**src/hdl/sse_pkg.sv**
```systemverilog
package sse_pkg;

   // Table geometry and field widths.
   localparam int MAX_SERVERS = 16;
   localparam int RESP_BITS   = 20;
   localparam int IDX_BITS    = 4;
   localparam int CNT_BITS    = 5;
   localparam int KEY_BITS    = 32;
   localparam int SUM_BITS    = 24;

   // Reciprocal of ten, scaled by two to the 27th, rounded up.
   localparam int RECIP_SHIFT = 27;
   localparam logic [SUM_BITS-1:0] RECIP_TEN = 24'd13421773;

   // Opcodes.
   localparam logic [1:0] OP_SELECT = 2'd0;
   localparam logic [1:0] OP_LOAD   = 2'd1;
   localparam logic [1:0] OP_RESP   = 2'd2;
   localparam logic [1:0] OP_PROBE  = 2'd3;

   // Selection algorithms.
   localparam logic [2:0] ALG_RR   = 3'd0;
   localparam logic [2:0] ALG_WRR  = 3'd1;
   localparam logic [2:0] ALG_LC   = 3'd2;
   localparam logic [2:0] ALG_WLC  = 3'd3;
   localparam logic [2:0] ALG_LRT  = 3'd4;
   localparam logic [2:0] ALG_RES  = 3'd5;
   localparam logic [2:0] ALG_HASH = 3'd6;

   // Error codes.
   localparam logic [1:0] ERR_OK        = 2'd0;
   localparam logic [1:0] ERR_RANGE     = 2'd1;
   localparam logic [1:0] ERR_NO_SERVER = 2'd2;

   // Configuration register indexes.
   localparam int CSR_INDEX_BITS = 2;
   localparam int CSR_DATA_BITS  = 5;
   localparam logic [1:0] CSR_ALGORITHM  = 2'd0;
   localparam logic [1:0] CSR_ACTIVE     = 2'd1;
   localparam logic [1:0] CSR_FAIL_LIMIT = 2'd2;

   typedef enum logic [3:0] {
      S_IDLE, S_DISPATCH, S_AVG_SUM, S_AVG_WRITE, S_RR, S_TOP, S_WRR,
      S_MIN, S_MIN_DONE, S_MOD, S_HASH_INIT, S_HASH, S_OUT
   } state_type;

   typedef enum logic [3:0] {
      ACT_NONE, ACT_CAPTURE, ACT_APPLY, ACT_AVG_SUM, ACT_AVG_WRITE,
      ACT_RR_STEP, ACT_TOP_STEP, ACT_WRR_STEP, ACT_MIN_STEP,
      ACT_MOD_STEP, ACT_HASH_INIT, ACT_HASH_STEP
   } action_type;

   typedef enum logic [1:0] {
      RES_ECHO, RES_CAND, RES_BEST, RES_ZERO
   } res_src_type;

   typedef struct packed {
      action_type  action;
      logic        res_load;
      res_src_type res_src;
      logic [1:0]  res_err;
      logic        rsp_load;
   } cmd_type;

   typedef struct packed {
      logic [1:0] op;
      logic [2:0] alg;
      logic       idx_bad;
      logic       scan_last;
      logic       mod_last;
      logic       cand_up;
      logic       wrr_ok;
      logic       any_now;
      logic       have;
   } status_type;

   // Remainder of a small value by the active count, one bit per step.
   function automatic logic [IDX_BITS-1:0] mod_small(input logic [CNT_BITS-1:0] x,
                                                     input logic [CNT_BITS-1:0] n);
      logic [CNT_BITS:0] r;
      r = '0;
      for (int b = CNT_BITS - 1; b >= 0; b--) begin
         r = {r[CNT_BITS-1:0], x[b]};
         if (r >= {1'b0, n}) begin
            r = r - {1'b0, n};
         end
      end
      return r[IDX_BITS-1:0];
   endfunction

endpackage

```
**src/hdl/sse_datapath.sv**
```systemverilog
module sse_datapath (
   input  logic                                clock,
   input  logic                                reset,
   input  logic                                csr_write_enable,
   input  logic [sse_pkg::CSR_INDEX_BITS-1:0]  csr_index,
   input  logic [sse_pkg::CSR_DATA_BITS-1:0]   csr_write_data,
   input  logic [1:0]                          req_opcode,
   input  logic [3:0]                          req_server_index,
   input  logic [31:0]                         req_key_hash,
   input  logic [7:0]                          req_weight_value,
   input  logic [15:0]                         req_conn_value,
   input  logic [6:0]                          req_cpu_value,
   input  logic [6:0]                          req_mem_value,
   input  logic [19:0]                         req_response_sample,
   input  logic                                req_probe_ok,
   input  sse_pkg::cmd_type                    cmd,
   output sse_pkg::status_type                 status,
   output logic [3:0]                          rsp_chosen_server,
   output logic [1:0]                          rsp_error_code
);
   import sse_pkg::*;

   // Configuration registers.
   logic [2:0] algorithm_ff;
   logic [4:0] active_ff;
   logic [3:0] fail_limit_ff;

   // Captured item.
   logic [1:0]           op_ff;
   logic [IDX_BITS-1:0]  idx_ff;
   logic [KEY_BITS-1:0]  key_ff;
   logic [7:0]           weight_v_ff;
   logic [15:0]          conn_v_ff;
   logic [6:0]           cpu_v_ff;
   logic [6:0]           mem_v_ff;
   logic [RESP_BITS-1:0] sample_ff;
   logic                 probe_ff;

   // Server table.
   logic [7:0]           weight_ff [MAX_SERVERS];
   logic [15:0]          conns_ff  [MAX_SERVERS];
   logic [6:0]           cpu_ff    [MAX_SERVERS];
   logic [6:0]           mem_ff    [MAX_SERVERS];
   logic [RESP_BITS-1:0] resp_ff   [MAX_SERVERS];
   logic                 up_ff     [MAX_SERVERS];
   logic [3:0]           fails_ff  [MAX_SERVERS];

   // Scan state.
   logic [CNT_BITS-1:0]  cnt_ff, cnt_in;
   logic [IDX_BITS-1:0]  ptr_ff, ptr_in;
   logic [IDX_BITS-1:0]  mod_ff, mod_in;
   logic [IDX_BITS-1:0]  rr_pos_ff, rr_pos_in;
   logic [IDX_BITS-1:0]  wrr_pos_ff, wrr_pos_in;
   logic [7:0]           level_ff, level_in;
   logic [7:0]           top_ff, top_in;
   logic                 any_ff, any_in;
   logic                 have_ff, have_in;
   logic [IDX_BITS-1:0]  best_ff, best_in;
   logic [15:0]          best_conns_ff, best_conns_in;
   logic [7:0]           best_weight_ff, best_weight_in;
   logic [RESP_BITS-1:0] best_resp_ff, best_resp_in;
   logic [7:0]           best_load_ff, best_load_in;
   logic [SUM_BITS-1:0]  sum_ff, sum_in;
   logic [IDX_BITS-1:0]  res_idx_ff, res_idx_in;
   logic [1:0]           res_err_ff, res_err_in;
   logic [IDX_BITS-1:0]  out_idx_ff, out_idx_in;
   logic [1:0]           out_err_ff, out_err_in;

   logic [CNT_BITS-1:0]  n;
   logic [IDX_BITS-1:0]  rr_next, wrr_next, hash_next, rd_idx;
   logic [7:0]           level_new;
   logic [7:0]           e_weight;
   logic [15:0]          e_conns;
   logic [6:0]           e_cpu, e_mem;
   logic [RESP_BITS-1:0] e_resp;
   logic                 e_up;
   logic [3:0]           e_fails, fails_new;
   logic [7:0]           e_load;
   logic                 better;
   logic [SUM_BITS-1:0]  wlc_lhs, wlc_rhs;
   logic [CNT_BITS-1:0]  rem2;
   logic [2*SUM_BITS-1:0] quot_wide;
   logic                 entry_we;
   logic [7:0]           w_weight;
   logic [15:0]          w_conns;
   logic [6:0]           w_cpu, w_mem;
   logic [RESP_BITS-1:0] w_resp;
   logic                 w_up;
   logic [3:0]           w_fails;

   // Effective active count, clamped to the table.
   always_comb begin
      if (active_ff == '0) begin
         n = CNT_BITS'(1);
      end else if (active_ff > CNT_BITS'(MAX_SERVERS)) begin
         n = CNT_BITS'(MAX_SERVERS);
      end else begin
         n = active_ff;
      end
   end

   // Next positions of the rotating pointers.
   assign rr_next   = mod_small(CNT_BITS'(rr_pos_ff) + CNT_BITS'(1), n);
   assign wrr_next  = mod_small(CNT_BITS'(wrr_pos_ff) + CNT_BITS'(1), n);
   assign hash_next = (CNT_BITS'(ptr_ff) + CNT_BITS'(1) == n) ? '0 : ptr_ff + 1'b1;

   // Level after stepping weighted round robin.
   always_comb begin
      if (wrr_next == '0) begin
         level_new = (level_ff <= 8'd1) ? top_ff : level_ff - 8'd1;
      end else begin
         level_new = level_ff;
      end
   end

   // Single table read address.
   always_comb begin
      case (cmd.action) inside
         ACT_RR_STEP:  rd_idx = rr_next;
         ACT_WRR_STEP: rd_idx = wrr_next;
         ACT_APPLY, ACT_AVG_SUM, ACT_AVG_WRITE: rd_idx = idx_ff;
         default:      rd_idx = ptr_ff;
      endcase
   end

   assign e_weight = weight_ff[rd_idx];
   assign e_conns  = conns_ff[rd_idx];
   assign e_cpu    = cpu_ff[rd_idx];
   assign e_mem    = mem_ff[rd_idx];
   assign e_resp   = resp_ff[rd_idx];
   assign e_up     = up_ff[rd_idx];
   assign e_fails  = fails_ff[rd_idx];
   assign e_load   = 8'(e_cpu) + 8'(e_mem);

   // Comparison against the current best entry.
   assign wlc_lhs = SUM_BITS'(e_conns) * SUM_BITS'(best_weight_ff);
   assign wlc_rhs = SUM_BITS'(best_conns_ff) * SUM_BITS'(e_weight);
   always_comb begin
      case (algorithm_ff)
         ALG_WLC: better = wlc_lhs < wlc_rhs;
         ALG_LRT: better = e_resp < best_resp_ff;
         ALG_RES: better = e_load < best_load_ff;
         default: better = e_conns < best_conns_ff;
      endcase
   end

   // Key remainder step, most significant bit first.
   always_comb begin
      rem2 = {mod_ff, key_ff[5'd31 - cnt_ff]};
      if (rem2 >= n) begin
         rem2 = rem2 - n;
      end
   end

   // Response average divided by ten through the reciprocal.
   assign quot_wide = (2*SUM_BITS)'(sum_ff) * (2*SUM_BITS)'(RECIP_TEN);
   assign fails_new = (e_fails < 4'd15) ? e_fails + 4'd1 : e_fails;

   // Entry write values.
   always_comb begin
      entry_we = 1'b0;
      w_weight = e_weight;
      w_conns  = e_conns;
      w_cpu    = e_cpu;
      w_mem    = e_mem;
      w_resp   = e_resp;
      w_up     = e_up;
      w_fails  = e_fails;
      case (cmd.action)
         ACT_APPLY: begin
            entry_we = 1'b1;
            if (op_ff == OP_LOAD) begin
               w_weight = weight_v_ff;
               w_conns  = conn_v_ff;
               w_cpu    = (cpu_v_ff > 7'd100) ? 7'd100 : cpu_v_ff;
               w_mem    = (mem_v_ff > 7'd100) ? 7'd100 : mem_v_ff;
            end else if (probe_ff) begin
               w_fails = '0;
               w_up    = 1'b1;
            end else begin
               w_fails = fails_new;
               if (fails_new >= fail_limit_ff) begin
                  w_up = 1'b0;
               end
            end
         end
         ACT_AVG_WRITE: begin
            entry_we = 1'b1;
            w_resp   = quot_wide[RECIP_SHIFT +: RESP_BITS];
         end
         default: ;
      endcase
   end

   // Next values of the scan registers.
   always_comb begin
      cnt_in         = cnt_ff;
      ptr_in         = ptr_ff;
      mod_in         = mod_ff;
      rr_pos_in      = rr_pos_ff;
      wrr_pos_in     = wrr_pos_ff;
      level_in       = level_ff;
      top_in         = top_ff;
      any_in         = any_ff;
      have_in        = have_ff;
      best_in        = best_ff;
      best_conns_in  = best_conns_ff;
      best_weight_in = best_weight_ff;
      best_resp_in   = best_resp_ff;
      best_load_in   = best_load_ff;
      sum_in         = sum_ff;
      case (cmd.action)
         ACT_CAPTURE: begin
            cnt_in  = '0;
            ptr_in  = '0;
            mod_in  = '0;
            top_in  = '0;
            any_in  = 1'b0;
            have_in = 1'b0;
         end
         ACT_AVG_SUM: begin
            sum_in = SUM_BITS'(sample_ff) * SUM_BITS'(3) + SUM_BITS'(e_resp) * SUM_BITS'(7);
         end
         ACT_RR_STEP: begin
            rr_pos_in = rr_next;
            cnt_in    = cnt_ff + 1'b1;
         end
         ACT_TOP_STEP: begin
            if (e_up) begin
               any_in = 1'b1;
               if (e_weight > top_ff) begin
                  top_in = e_weight;
               end
            end
            ptr_in = ptr_ff + 1'b1;
            cnt_in = cnt_ff + 1'b1;
         end
         ACT_WRR_STEP: begin
            wrr_pos_in = wrr_next;
            level_in   = level_new;
         end
         ACT_MIN_STEP: begin
            if (e_up && (!have_ff || better)) begin
               have_in        = 1'b1;
               best_in        = ptr_ff;
               best_conns_in  = e_conns;
               best_weight_in = e_weight;
               best_resp_in   = e_resp;
               best_load_in   = e_load;
            end
            ptr_in = ptr_ff + 1'b1;
            cnt_in = cnt_ff + 1'b1;
         end
         ACT_MOD_STEP: begin
            mod_in = rem2[IDX_BITS-1:0];
            cnt_in = cnt_ff + 1'b1;
         end
         ACT_HASH_INIT: begin
            ptr_in = mod_ff;
            cnt_in = '0;
         end
         ACT_HASH_STEP: begin
            ptr_in = hash_next;
            cnt_in = cnt_ff + 1'b1;
         end
         default: ;
      endcase
   end

   // Result holding and output register.
   always_comb begin
      res_idx_in = res_idx_ff;
      res_err_in = res_err_ff;
      if (cmd.res_load) begin
         res_err_in = cmd.res_err;
         case (cmd.res_src)
            RES_ECHO: res_idx_in = idx_ff;
            RES_CAND: res_idx_in = rd_idx;
            RES_BEST: res_idx_in = best_ff;
            default:  res_idx_in = '0;
         endcase
      end
      out_idx_in = cmd.rsp_load ? res_idx_ff : out_idx_ff;
      out_err_in = cmd.rsp_load ? res_err_ff : out_err_ff;
   end

   // Configuration writes.
   always_ff @(posedge clock) begin
      if (reset) begin
         algorithm_ff  <= ALG_RR;
         active_ff     <= 5'd16;
         fail_limit_ff <= 4'd3;
      end else if (csr_write_enable) begin
         case (csr_index)
            CSR_ALGORITHM:  algorithm_ff  <= csr_write_data[2:0];
            CSR_ACTIVE:     active_ff     <= csr_write_data[4:0];
            CSR_FAIL_LIMIT: fail_limit_ff <= csr_write_data[3:0];
            default: ;
         endcase
      end
   end

   // Server table with its reset contents.
   always_ff @(posedge clock) begin
      if (reset) begin
         for (int i = 0; i < MAX_SERVERS; i++) begin
            weight_ff[i] <= 8'd1;
            conns_ff[i]  <= '0;
            cpu_ff[i]    <= '0;
            mem_ff[i]    <= '0;
            resp_ff[i]   <= '0;
            up_ff[i]     <= 1'b1;
            fails_ff[i]  <= '0;
         end
      end else if (entry_we) begin
         weight_ff[rd_idx] <= w_weight;
         conns_ff[rd_idx]  <= w_conns;
         cpu_ff[rd_idx]    <= w_cpu;
         mem_ff[rd_idx]    <= w_mem;
         resp_ff[rd_idx]   <= w_resp;
         up_ff[rd_idx]     <= w_up;
         fails_ff[rd_idx]  <= w_fails;
      end
   end

   // Persistent selection state.
   always_ff @(posedge clock) begin
      if (reset) begin
         rr_pos_ff  <= '0;
         wrr_pos_ff <= '0;
         level_ff   <= '0;
      end else begin
         rr_pos_ff  <= rr_pos_in;
         wrr_pos_ff <= wrr_pos_in;
         level_ff   <= level_in;
      end
   end

   // Working registers and captured item.
   always_ff @(posedge clock) begin
      if (cmd.action == ACT_CAPTURE) begin
         op_ff       <= req_opcode;
         idx_ff      <= req_server_index;
         key_ff      <= req_key_hash;
         weight_v_ff <= req_weight_value;
         conn_v_ff   <= req_conn_value;
         cpu_v_ff    <= req_cpu_value;
         mem_v_ff    <= req_mem_value;
         sample_ff   <= req_response_sample;
         probe_ff    <= req_probe_ok;
      end
      cnt_ff         <= cnt_in;
      ptr_ff         <= ptr_in;
      mod_ff         <= mod_in;
      top_ff         <= top_in;
      any_ff         <= any_in;
      have_ff        <= have_in;
      best_ff        <= best_in;
      best_conns_ff  <= best_conns_in;
      best_weight_ff <= best_weight_in;
      best_resp_ff   <= best_resp_in;
      best_load_ff   <= best_load_in;
      sum_ff         <= sum_in;
      res_idx_ff     <= res_idx_in;
      res_err_ff     <= res_err_in;
      out_idx_ff     <= out_idx_in;
      out_err_ff     <= out_err_in;
   end

   // Status toward the controller.
   always_comb begin
      status.op        = op_ff;
      status.alg       = algorithm_ff;
      status.idx_bad   = CNT_BITS'(idx_ff) >= n;
      status.scan_last = cnt_ff == n - CNT_BITS'(1);
      status.mod_last  = cnt_ff == CNT_BITS'(KEY_BITS - 1);
      status.cand_up   = e_up;
      status.wrr_ok    = e_weight >= level_new;
      status.any_now   = any_ff | e_up;
      status.have      = have_ff;
   end

   assign rsp_chosen_server = out_idx_ff;
   assign rsp_error_code    = out_err_ff;

endmodule

```
**src/hdl/sse_controller.sv**
```systemverilog
module sse_controller (
   input  logic                 clock,
   input  logic                 reset,
   input  logic                 req_valid,
   output logic                 req_stall,
   output logic                 rsp_valid,
   input  logic                 rsp_stall,
   input  sse_pkg::status_type  status,
   output sse_pkg::cmd_type     cmd
);
   import sse_pkg::*;

   state_type state_ff, state_in;
   logic      rsp_valid_ff, rsp_valid_in;
   logic      accept;
   logic      out_free;

   assign req_stall = state_ff != S_IDLE;
   assign accept    = req_valid && !req_stall;
   assign out_free  = !rsp_valid_ff || !rsp_stall;

   // Next state.
   always_comb begin
      state_in = state_ff;
      unique case (state_ff)
         S_IDLE: begin
            if (accept) state_in = S_DISPATCH;
         end
         S_DISPATCH: begin
            if (status.op != OP_SELECT) begin
               if (status.idx_bad || status.op != OP_RESP) state_in = S_OUT;
               else state_in = S_AVG_SUM;
            end else begin
               unique case (status.alg) inside
                  ALG_WRR: state_in = S_TOP;
                  ALG_LC, ALG_WLC, ALG_LRT, ALG_RES: state_in = S_MIN;
                  ALG_HASH: state_in = S_MOD;
                  default: state_in = S_RR;
               endcase
            end
         end
         S_AVG_SUM:   state_in = S_AVG_WRITE;
         S_AVG_WRITE: state_in = S_OUT;
         S_RR: begin
            if (status.cand_up || status.scan_last) state_in = S_OUT;
         end
         S_TOP: begin
            if (status.scan_last) state_in = status.any_now ? S_WRR : S_OUT;
         end
         S_WRR: begin
            if (status.cand_up && status.wrr_ok) state_in = S_OUT;
         end
         S_MIN: begin
            if (status.scan_last) state_in = S_MIN_DONE;
         end
         S_MIN_DONE: state_in = S_OUT;
         S_MOD: begin
            if (status.mod_last) state_in = S_HASH_INIT;
         end
         S_HASH_INIT: state_in = S_HASH;
         S_HASH: begin
            if (status.cand_up || status.scan_last) state_in = S_OUT;
         end
         S_OUT: begin
            if (out_free) state_in = S_IDLE;
         end
         default: state_in = S_IDLE;
      endcase
   end

   // Commands to the datapath.
   always_comb begin
      cmd.action   = ACT_NONE;
      cmd.res_load = 1'b0;
      cmd.res_src  = RES_ECHO;
      cmd.res_err  = ERR_OK;
      cmd.rsp_load = 1'b0;
      unique case (state_ff) inside
         S_IDLE: begin
            if (accept) cmd.action = ACT_CAPTURE;
         end
         S_DISPATCH: begin
            if (status.op != OP_SELECT) begin
               cmd.res_load = 1'b1;
               if (status.idx_bad) begin
                  cmd.res_err = ERR_RANGE;
               end else if (status.op != OP_RESP) begin
                  cmd.action = ACT_APPLY;
               end
            end
         end
         S_AVG_SUM: cmd.action = ACT_AVG_SUM;
         S_AVG_WRITE: begin
            cmd.action   = ACT_AVG_WRITE;
            cmd.res_load = 1'b1;
         end
         S_RR, S_HASH: begin
            cmd.action = (state_ff == S_RR) ? ACT_RR_STEP : ACT_HASH_STEP;
            if (status.cand_up) begin
               cmd.res_load = 1'b1;
               cmd.res_src  = RES_CAND;
            end else if (status.scan_last) begin
               cmd.res_load = 1'b1;
               cmd.res_src  = RES_ZERO;
               cmd.res_err  = ERR_NO_SERVER;
            end
         end
         S_TOP: begin
            cmd.action = ACT_TOP_STEP;
            if (status.scan_last && !status.any_now) begin
               cmd.res_load = 1'b1;
               cmd.res_src  = RES_ZERO;
               cmd.res_err  = ERR_NO_SERVER;
            end
         end
         S_WRR: begin
            cmd.action = ACT_WRR_STEP;
            if (status.cand_up && status.wrr_ok) begin
               cmd.res_load = 1'b1;
               cmd.res_src  = RES_CAND;
            end
         end
         S_MIN: cmd.action = ACT_MIN_STEP;
         S_MIN_DONE: begin
            cmd.res_load = 1'b1;
            cmd.res_src  = status.have ? RES_BEST : RES_ZERO;
            cmd.res_err  = status.have ? ERR_OK : ERR_NO_SERVER;
         end
         S_MOD: cmd.action = ACT_MOD_STEP;
         S_HASH_INIT: cmd.action = ACT_HASH_INIT;
         S_OUT: cmd.rsp_load = out_free;
         default: ;
      endcase
   end

   assign rsp_valid_in = cmd.rsp_load || (rsp_valid_ff && rsp_stall);

   always_ff @(posedge clock) begin
      if (reset) begin
         state_ff     <= S_IDLE;
         rsp_valid_ff <= 1'b0;
      end else begin
         state_ff     <= state_in;
         rsp_valid_ff <= rsp_valid_in;
      end
   end

   assign rsp_valid = rsp_valid_ff;

   // A result only leaves from the output state into a free register.
   a_load_free: assert property (@(posedge clock) disable iff (reset)
      cmd.rsp_load |-> (state_ff == S_OUT && out_free))
      else $error("result loaded while output register busy");

   // An accepted item is dispatched next cycle.
   a_dispatch: assert property (@(posedge clock) disable iff (reset)
      accept |=> state_ff == S_DISPATCH)
      else $error("accepted item not dispatched");

   // A waiting result holds the controller in the output state.
   a_hold_out: assert property (@(posedge clock) disable iff (reset)
      (state_ff == S_OUT && rsp_valid_ff && rsp_stall) |=> state_ff == S_OUT)
      else $error("output state left while result blocked");

   // Loading a result always finishes the item.
   a_load_idle: assert property (@(posedge clock) disable iff (reset)
      cmd.rsp_load |=> (state_ff == S_IDLE && rsp_valid_ff))
      else $error("result load did not finish the item");

endmodule

```
**src/hdl/server_selection_engine.sv**
```systemverilog
// Channel  Direction  Handshake             Payload
// req      in         req_valid/req_stall   opcode, index, key hash, load, sample, probe
// rsp      out        rsp_valid/rsp_stall   chosen server, error code
// csr      in         csr_write_enable      csr_index, csr_write_data
//
// One item at a time: accept, a dispatch state, the work, an output state.
// Table updates pass from dispatch to output, samples through the averaging states;
// round robin probes entries until one is up, the minimum searches scan n entries,
// hash selection takes 32 one-bit remainder steps and then probes; weighted round
// robin adds a table scan and then steps one entry a cycle, all on one read port.
// Reset is synchronous and restores the table, settings and rotating pointers.
// A stalled result stays in the output register; a later item waits for it in S_OUT.
module server_selection_engine (
   input  logic                                clock,
   input  logic                                reset,
   input  logic                                csr_write_enable,
   input  logic [sse_pkg::CSR_INDEX_BITS-1:0]  csr_index,
   input  logic [sse_pkg::CSR_DATA_BITS-1:0]   csr_write_data,
   input  logic                                req_valid,
   output logic                                req_stall,
   input  logic [1:0]                          req_opcode,
   input  logic [3:0]                          req_server_index,
   input  logic [31:0]                         req_key_hash,
   input  logic [7:0]                          req_weight_value,
   input  logic [15:0]                         req_conn_value,
   input  logic [6:0]                          req_cpu_value,
   input  logic [6:0]                          req_mem_value,
   input  logic [19:0]                         req_response_sample,
   input  logic                                req_probe_ok,
   output logic                                rsp_valid,
   input  logic                                rsp_stall,
   output logic [3:0]                          rsp_chosen_server,
   output logic [1:0]                          rsp_error_code
);
   import sse_pkg::*;

   cmd_type    cmd;
   status_type status;

   sse_controller u_controller (
      .clock     (clock),
      .reset     (reset),
      .req_valid (req_valid),
      .req_stall (req_stall),
      .rsp_valid (rsp_valid),
      .rsp_stall (rsp_stall),
      .status    (status),
      .cmd       (cmd)
   );

   sse_datapath u_datapath (
      .clock               (clock),
      .reset               (reset),
      .csr_write_enable    (csr_write_enable),
      .csr_index           (csr_index),
      .csr_write_data      (csr_write_data),
      .req_opcode          (req_opcode),
      .req_server_index    (req_server_index),
      .req_key_hash        (req_key_hash),
      .req_weight_value    (req_weight_value),
      .req_conn_value      (req_conn_value),
      .req_cpu_value       (req_cpu_value),
      .req_mem_value       (req_mem_value),
      .req_response_sample (req_response_sample),
      .req_probe_ok        (req_probe_ok),
      .cmd                 (cmd),
      .status              (status),
      .rsp_chosen_server   (rsp_chosen_server),
      .rsp_error_code      (rsp_error_code)
   );

endmodule
```
**config.mk**
```make
export PLATFORM = sky130hd
export DESIGN_NAME = server_selection_engine
export DESIGN_NICKNAME = d
export VERILOG_FILES = /design/src/hdl/sse_pkg.sv /design/src/hdl/sse_datapath.sv /design/src/hdl/sse_controller.sv /design/src/hdl/server_selection_engine.sv
export SDC_FILE = /design/constraint.sdc
export NUM_CORES = 2
export LEC_CHECK = 0
export BUFFER_PORTS_ARGS = -buffer_cell sky130_fd_sc_hd__buf_2
export CAP_MARGIN = 20
export CORE_MARGIN = 4
export CORE_UTILIZATION = 40
export DETAILED_ROUTE_END_ITERATION = 6
export HOLD_SLACK_MARGIN = 0.1
export MAX_ROUTING_LAYER = met4
export PLACE_DENSITY = 0.62
export SLEW_MARGIN = 40
export SYNTH_ARGS = -nofsm -noshare
export SYNTH_HDL_FRONTEND = slang
export SYNTH_SLANG_ARGS = --single-unit
```
**constraint.sdc**
```tcl
create_clock -name clock -period 43.2 [get_ports clock]
set_input_delay 8.64 -clock clock [delete_from_list [all_inputs] [get_ports clock]]
set_output_delay 8.64 -clock clock [all_outputs]
set_load 0.005 [all_outputs]
```
# Yosys cells after proc, flatten, opt, wreduce, memory -nomap -nowiden
# Memories as Yosys holds them, arrays and structs flattened.
# Cells that the tools add are included.
# totals
regBits	245
mem_bits_rw	1008
input_bits	109
out_inout_bits	8
wordCells	301
n_memories	7
# mem_list
name	words	width	read_ports	rd_ports_with_merged_regs	wr	line_no	rtl
u_datapath.resp_ff	16	20	1	0	16	sse_datapath.sv:44	logic [RESP_BITS-1:0] resp_ff [MAX_SERVERS];
u_datapath.conns_ff	16	16	1	0	16	sse_datapath.sv:41	logic [15:0] conns_ff [MAX_SERVERS];
u_datapath.weight_ff	16	8	1	0	16	sse_datapath.sv:40	logic [7:0] weight_ff [MAX_SERVERS];
u_datapath.cpu_ff	16	7	1	0	16	sse_datapath.sv:42	logic [6:0] cpu_ff [MAX_SERVERS];
u_datapath.mem_ff	16	7	1	0	16	sse_datapath.sv:43	logic [6:0] mem_ff [MAX_SERVERS];
u_datapath.fails_ff	16	4	1	0	16	sse_datapath.sv:46	logic [3:0] fails_ff [MAX_SERVERS];
+1 memories	--	--	--	--	--	--	
# classes
addsub	22
multipliers	5
magnitude_cmp	25
eq_ne	48
mux	110
n_bitwise	1
reduce_logical	50
# op_table
op	n
$mux 4	30
$mux 5	13
$mux 7	8
$mux 8	7
$ge 6x5->1	8
$mul 16x8->24	2
$mux 16	3
$mul 24x24->47 const B	1
$pmux 4 s11	1
$mux 20	2
$pmux 4 s10	1
$eq 4x4->1 const B	9
$eq 4x3->1 const B	8
$sub 5x5->5	6
$mux 1	25
$add 22x23->24	1
$lt 24x24->1	1
$pmux 4 s3	2
$mul 20x3->23 const B	1
$mul 20x2->22 const B	1
$lt 20x20->1	1
$reduce_or 20->1	1
$ne 2x1->1 const B	9
$eq 4x2->1 const B	4
other kinds (62)	116

# Longest topological paths before layout
# An unclocked memory read counts as a cell.
# logic_depth
ltp_word	24
ltp_mapped	85
ltp_nobuf	78

# Modules after synthesis
# From an unflattened synthesis, not the netlist that was laid out.
# hier_totals
hier_cells	7518
hier_area_um2	79673.9
# modules_own_cells
module	instances	cells_per_inst	area_each_um2	seq_area_each_um2
sse_datapath	1	7419	78960.7	37035.5
sse_controller	1	99	713.2	100.1

# Worst setup path before layout
# Ideal clock, no wire load.
# synth_path
path_kind	register to register
startpoint	register u_datapath.active_ff[2]
endpoint	register u_datapath.have_ff (enable)
setup_time_ns	0.301
arrival_ns	17.618
t_required_ns	42.899
setup_slack_ns	25.281
stages_incl_launch_ff	80
n_path_buf	7
synth_period_minus_slack_ns	17.919
cell_sequence	dfxtp_1 buf_6 nor3_1 nor2_1 nor2_1 ha_1 inv_1 ha_1 nor3b_1 ha_1 and3_1 a31o_2 nor3_1 mux2_2 fa_1 nand2b_1 o2bb2ai_1 a21boi_0 [44 not listed] a21oi_1 o21bai_1 a21oi_1 o21bai_1 a211oi_1 nor3_1 nor2_1 a211oi_1 a21o_1 a21oi_1 xnor2_1 ha_1 nand4_1 o211ai_1 nor2_1 a2111oi_2 a211oi_2 or2_1
# synth_via
elab_chain_cells	23
elab_cells_between_ends	68
cone_classes	11 x add/sub; 2 x mul; 16 x order compare; 8 x eq/ne; 19 x mux; 6 x reduce/logical; 6 x memory
# synth_rtl
element	line_no	rtl
start: declaration	sse_datapath.sv:25	logic [4:0] active_ff;
start signal: assignment	sse_datapath.sv:296	CSR_ACTIVE: active_ff <= csr_write_data[4:0];
$gt 5x5->1	sse_datapath.sv:95	end else if (active_ff > CNT_BITS'(MAX_SERVERS)) begin
$mux 5	sse_datapath.sv:95	
$mux 5 (*)	sse_datapath.sv:93	if (active_ff == '0) begin
$sub 1x5->5 / $ge 1x5->1 (equally long branches)	sse_pkg.sv:85, sse_pkg.sv:84	
$mux 5	sse_pkg.sv:84	if (r >= {1'b0, n}) begin
$sub 5x5->5 / $ge 6x5->1 (equally long branches)	sse_pkg.sv:85, sse_pkg.sv:84	
$mux 5	sse_pkg.sv:84	
$sub 5x5->5 / $ge 6x5->1 (equally long branches)	sse_pkg.sv:85, sse_pkg.sv:84	
[7 not listed]	--	
$mem_v2 16x16, or another cell as far along	--	
$mul 16x8->24, or another cell as far along	sse_datapath.sv:136	assign wlc_lhs = SUM_BITS'(e_conns) * SUM_BITS'(best_weight_ff);
$lt 24x24->1 / $lt 8x8->1 (equally long branches)	sse_datapath.sv:140, sse_datapath.sv:142	
$pmux 1 s3	sse_datapath.sv:139	case (algorithm_ff)
$logic_or 1x1->1	sse_datapath.sv:243	if (e_up && (!have_ff || better)) begin
$logic_and 1x1->1	sse_datapath.sv:243	
$ne 2x1->1 (no source line)	--	
$reduce_and 2->1 (no source line) (*)	--	
end signal: assignment	sse_datapath.sv:357	have_ff <= have_in;
end: declaration	sse_datapath.sv:57	logic have_ff, have_in;
# Mark *: on every way between the ends. The rest lies on a longest branch, timed or not.
# A chain may end at the register's enable or synchronous reset.

# Worst setup path after layout
# layout_path
startpoint	register u_datapath.active_ff[4]
endpoint	register u_datapath.have_ff (enable)
# The elaborated chain is that of the path after synthesis.

==> summary.txt <==
Layout
  • Net total in the final layout: just under 9000
  • Commonest cells after routing, fill and taps aside: 1228 x nor2_1, 1204 x edfxtp_1, 1141 x nand2_1, 757 x nand3_1, 710 x inv_1
  • Proportion of layout cells with a drive suffix above 1: 0.0722
  • Final-layout fill cell count: ~19000
  • Final standard cell utilization of the core: 0.442
  • Commonest non-fill, non-tap cell in the layout: nor2_1
  • Fin cells: roughly 11000
  • Layout overhead on the synthesized area: 10.0%

Floorplanning
  • IO Pins: between 100 and 150
  • Starting density of the core: 0.402
  • Die extent in x: about 450 µm
  • Core area: 197000 µm²
  • Number of standard-cell rows in the floorplan: between 150 and 200
  • Die Footprint: 206000 µm²
  • Height of the die: ~450 µm

Synth
  • Yosys synthesis warning count: 0
  • Synthesized cell area: 79400 µm²
  • Register area share after synthesis: 0.468
  • Count of unique library cells instantiated by Yosys: ~110
  • Post-synthesis net count: ~9000
  • Fraction of registers with async set/reset: 0
  • Synthesized area divided by synthesized cell count: about 10 µm²
  • Number of enable-type register cells in the synthesized netlist: roughly 1200
  • Synthesized instance count: ~8000
  • Flip-flop and latch count after synthesis: between 1000 and 1500
  • Most used flip-flop cell after synthesis: edfxtp_1

Drt
  • Length of the first detailed-routing pass in iterations: 7
  • Detailed-route via count: approximately 58000
  • Via density per instance: 5.50
  • Routed wire length per instance: 22.5 µm
  • Number of routed nets with antenna violations: 0
  • Number of design rule violations left after detail routing: 5
  • Drt first-iter violations: 6369
  • Detailed Route WL: around 240000 µm

Timing
  • Number of failing setup endpoints in the final timing report: 0
  • Crit share post-route: 0.468
  • Number of endpoints with negative hold slack in the final report: 0
  • Fmax achieved: roughly 50 MHz
  • Shortest clock period the worst path allows after layout: 20.20 ns
  • Max transition margin: 0.381
  • Final-report max-slew violation count: 0
  • Final setup TNS: 0 ns
  • Least-Margin Pin Slew: 0.929 ns
  • Maximum clock skew at final layout: between 0.03 and 0.04 ns
  • RSZ-0062 raised after global routing: false

Worst hold path
  • Number of stages on the worst hold path: 0
  • Startpoint of the worst hold path: u_datapath.res_idx_ff[3]$_DFFE_PP_
  • Worst hold path type: reg2reg
  • Worst hold path endpoint: u_datapath.rsp_chosen_server[3]$_DFFE_PP_

Setup path
  • Launching element type of the critical path: register
  • Slowest library cell on the worst path: buf_4
  • Data required time at the worst endpoint: roughly 44 ns
  • Critical Path Max Stage Delay: ~0.74 ns
  • Cell type with the highest occurrence count on the critical path: a21oi_1
  • R2R cell count: 74
  • R2R setup slack: 23.00 ns
  • Worst flop-to-flop path endpoint: u_datapath.have_ff$_DFFE_PP_
  • Worst EP arrival: just over 20 ns
  • Kind of end point of the critical path: register
  • Startpoint of the most critical register-to-register path: u_datapath.active_ff[4]$_SDFFE_PP1P_
  • Critical setup path kind: reg2reg
  • Worst-path fanout max: about 140

Job
  • Number of max-cap violations: 0

Global routing
  • Number of antenna violations at the first check in global routing: 5
  • Total GRT Usage: 0.234
  • Global-route wire length before repair: 359000 µm
  • Sum of overflow across all layers after global routing: 0
  • Vias in the first global route: about 58000
  • Largest net degree at the start of global routing: 170

Place
  • IO Port Bufs: 116
  • Cell Count Post-Placement: between 10000 and 15000
  • Half-perimeter wire length after detailed placement: roughly 150000 µm
  • Global placer's final weighted congestion: slightly above 0.9

Clock tree
  • Number of buffers added for setup after CTS: 0
  • CTS clock-pin slew for the worst setup and hold paths: roughly 0.06 ns
  • Maximum count of clock buffers along a single path: 3
  • Insertion delay of the later-clocked pin in the worst-skew pair: 0.78 ns
  • Number of hold buffers added after CTS: 0
  • Library cell used as clock root buffer: clkbuf_16
  • Post-cts resize count: 0
  • Depth of the CTS H-tree: 4
  • Sink Count: roughly 1300
  • Clock tree from TritonCTS: built
  • Clock buffer count from CTS: between 100 and 150

Outcome
  • Failing checks: DRC
  • Status: finished, violations left
worst max-delay path: cells and delay by family, from the launching register on:
kind / cells / cell delay (ns)
AOI/OAI and AO/OA: 31 / 6.44
and+or+nand+nor: 20 / 4.07
adders and majority gates: 10 / 4.04
buffers and inverters: 10 / 3.60
muxes: 2 / 0.87
DFF: 1 / 0.62
xor gates and xnor gates: 1 / 0.09
kinds of logic after synthesis:
| logic type | count (synthesis) | share of synthesized area |
|---|---|---|
| compound gates | 691 | 0.0573 |
| fa+ha+maj | 978 | 0.197 |
| flops | 1253 | 0.468 |
| buf+inv | 1154 | 0.0588 |
| mux | 88 | 0.0130 |
| xor+xnor | 124 | 0.0137 |
| simple gates | 3543 | 0.192 |
sequential cells by signal (all words and copies together) (netlist names), 24 cells and up:
register              flops
u_datapath.weight_ff    128
u_datapath.mem_ff       112
u_datapath.fails_ff      64
u_datapath.conns_ff     256
u_datapath.resp_ff      320
u_datapath.cpu_ff       112
u_datapath.sum_ff        24
u_datapath.key_ff        32
how the worst max path moves through the flow:
stage	startpoint	to	slack (ns)	depth (start not counted)
4_1_cts	u_datapath.active_ff[4]$_SDFFE_PP1P_	u_datapath.have_ff$_DFFE_PP_	23.14	74
6_report	u_datapath.active_ff[4]$_SDFFE_PP1P_	u_datapath.have_ff$_DFFE_PP_	23.00	74
3_3_place_gp	u_datapath.active_ff[4]$_SDFFE_PP1P_	u_datapath.have_ff$_DFFE_PP_	23.54	74
2_1_floorplan	u_datapath.active_ff[2]$_SDFFE_PP0P_	u_datapath.have_ff$_DFFE_PP_	25.28	79
3_5_place_dp	u_datapath.active_ff[4]$_SDFFE_PP1P_	u_datapath.have_ff$_DFFE_PP_	23.25	74
5_1_grt	u_datapath.active_ff[4]$_SDFFE_PP1P_	u_datapath.have_ff$_DFFE_PP_	21.64	74
cells in the mapped netlist, types with 13 or more instances:
library cell  count  share of area
nor2_1         1231          0.058
dfxtp_1          49          0.012
a21oi_1         164          0.010
ha_1            523          0.082
inv_1           712          0.034
clkbuf_1        201         0.0095
and3_1           23         0.0018
o21bai_1         26         0.0025
and2_1           36         0.0028
nand3_1         757          0.048
nor3_1           57         0.0036
xnor2_1          82         0.0090
o21a_1           63         0.0060
buf_4            32         0.0030
a211oi_1         18         0.0017
o21ai_1          30         0.0019
edfxtp_1       1204           0.46
o21ai_0         175          0.011
nand2b_1         32         0.0025
nor2b_1         130          0.010
buf_2           131         0.0083
mux2i_1          61         0.0077
o211ai_1         16         0.0015
a21o_1           46         0.0044
nand2_1        1175          0.056
a31oi_1          13         0.0010
xor2_1           42         0.0046
mux2_2           15         0.0021
fa_1            455           0.11
nand4_1          32         0.0025
clkinv_1         19        0.00090
buf_1            52         0.0025
stage by stage:
step	instance area [µm²]	hold slack (ns)	setup slack [ns]
final	87300	0.418	23.00
after global routing	87300	0.430	21.64
after CTS	87100	0.422	23.14
after detailed placement	82700	0.408	23.25
after global placement	82500	0.412	23.54
after floorplan	79400	0.400	25.28
metal layers:
layer  global-route usage  part of all wire  vias to the layer above
li1                     -                 -                    26200
met1                0.310              0.41                    28600
met2                0.372              0.47                     2596
met3               0.0416             0.088                      406
met4               0.0654             0.028                        0
met5                    -                 0                        -
layout make-up:
type | count | area, µm² | share of cell area
multi-input cells | 5424 | 38200 | 0.437
well taps | 2640 | 3300 | 0.0378
diodes | 4 | 10.0 | 0.000115
inverters | 731 | 2750 | 0.0315
repair buffers | 228 | 1580 | 0.0181
clock buffers | 169 | 3660 | 0.0420
flip-flops and latches | 1253 | 37100 | 0.425
clock inverters | 67 | 741 | 0.00848
Power is left out: the tool's default activity adds up to more than one toggle a clock period on the data nets, which glitch-free logic cannot reach.
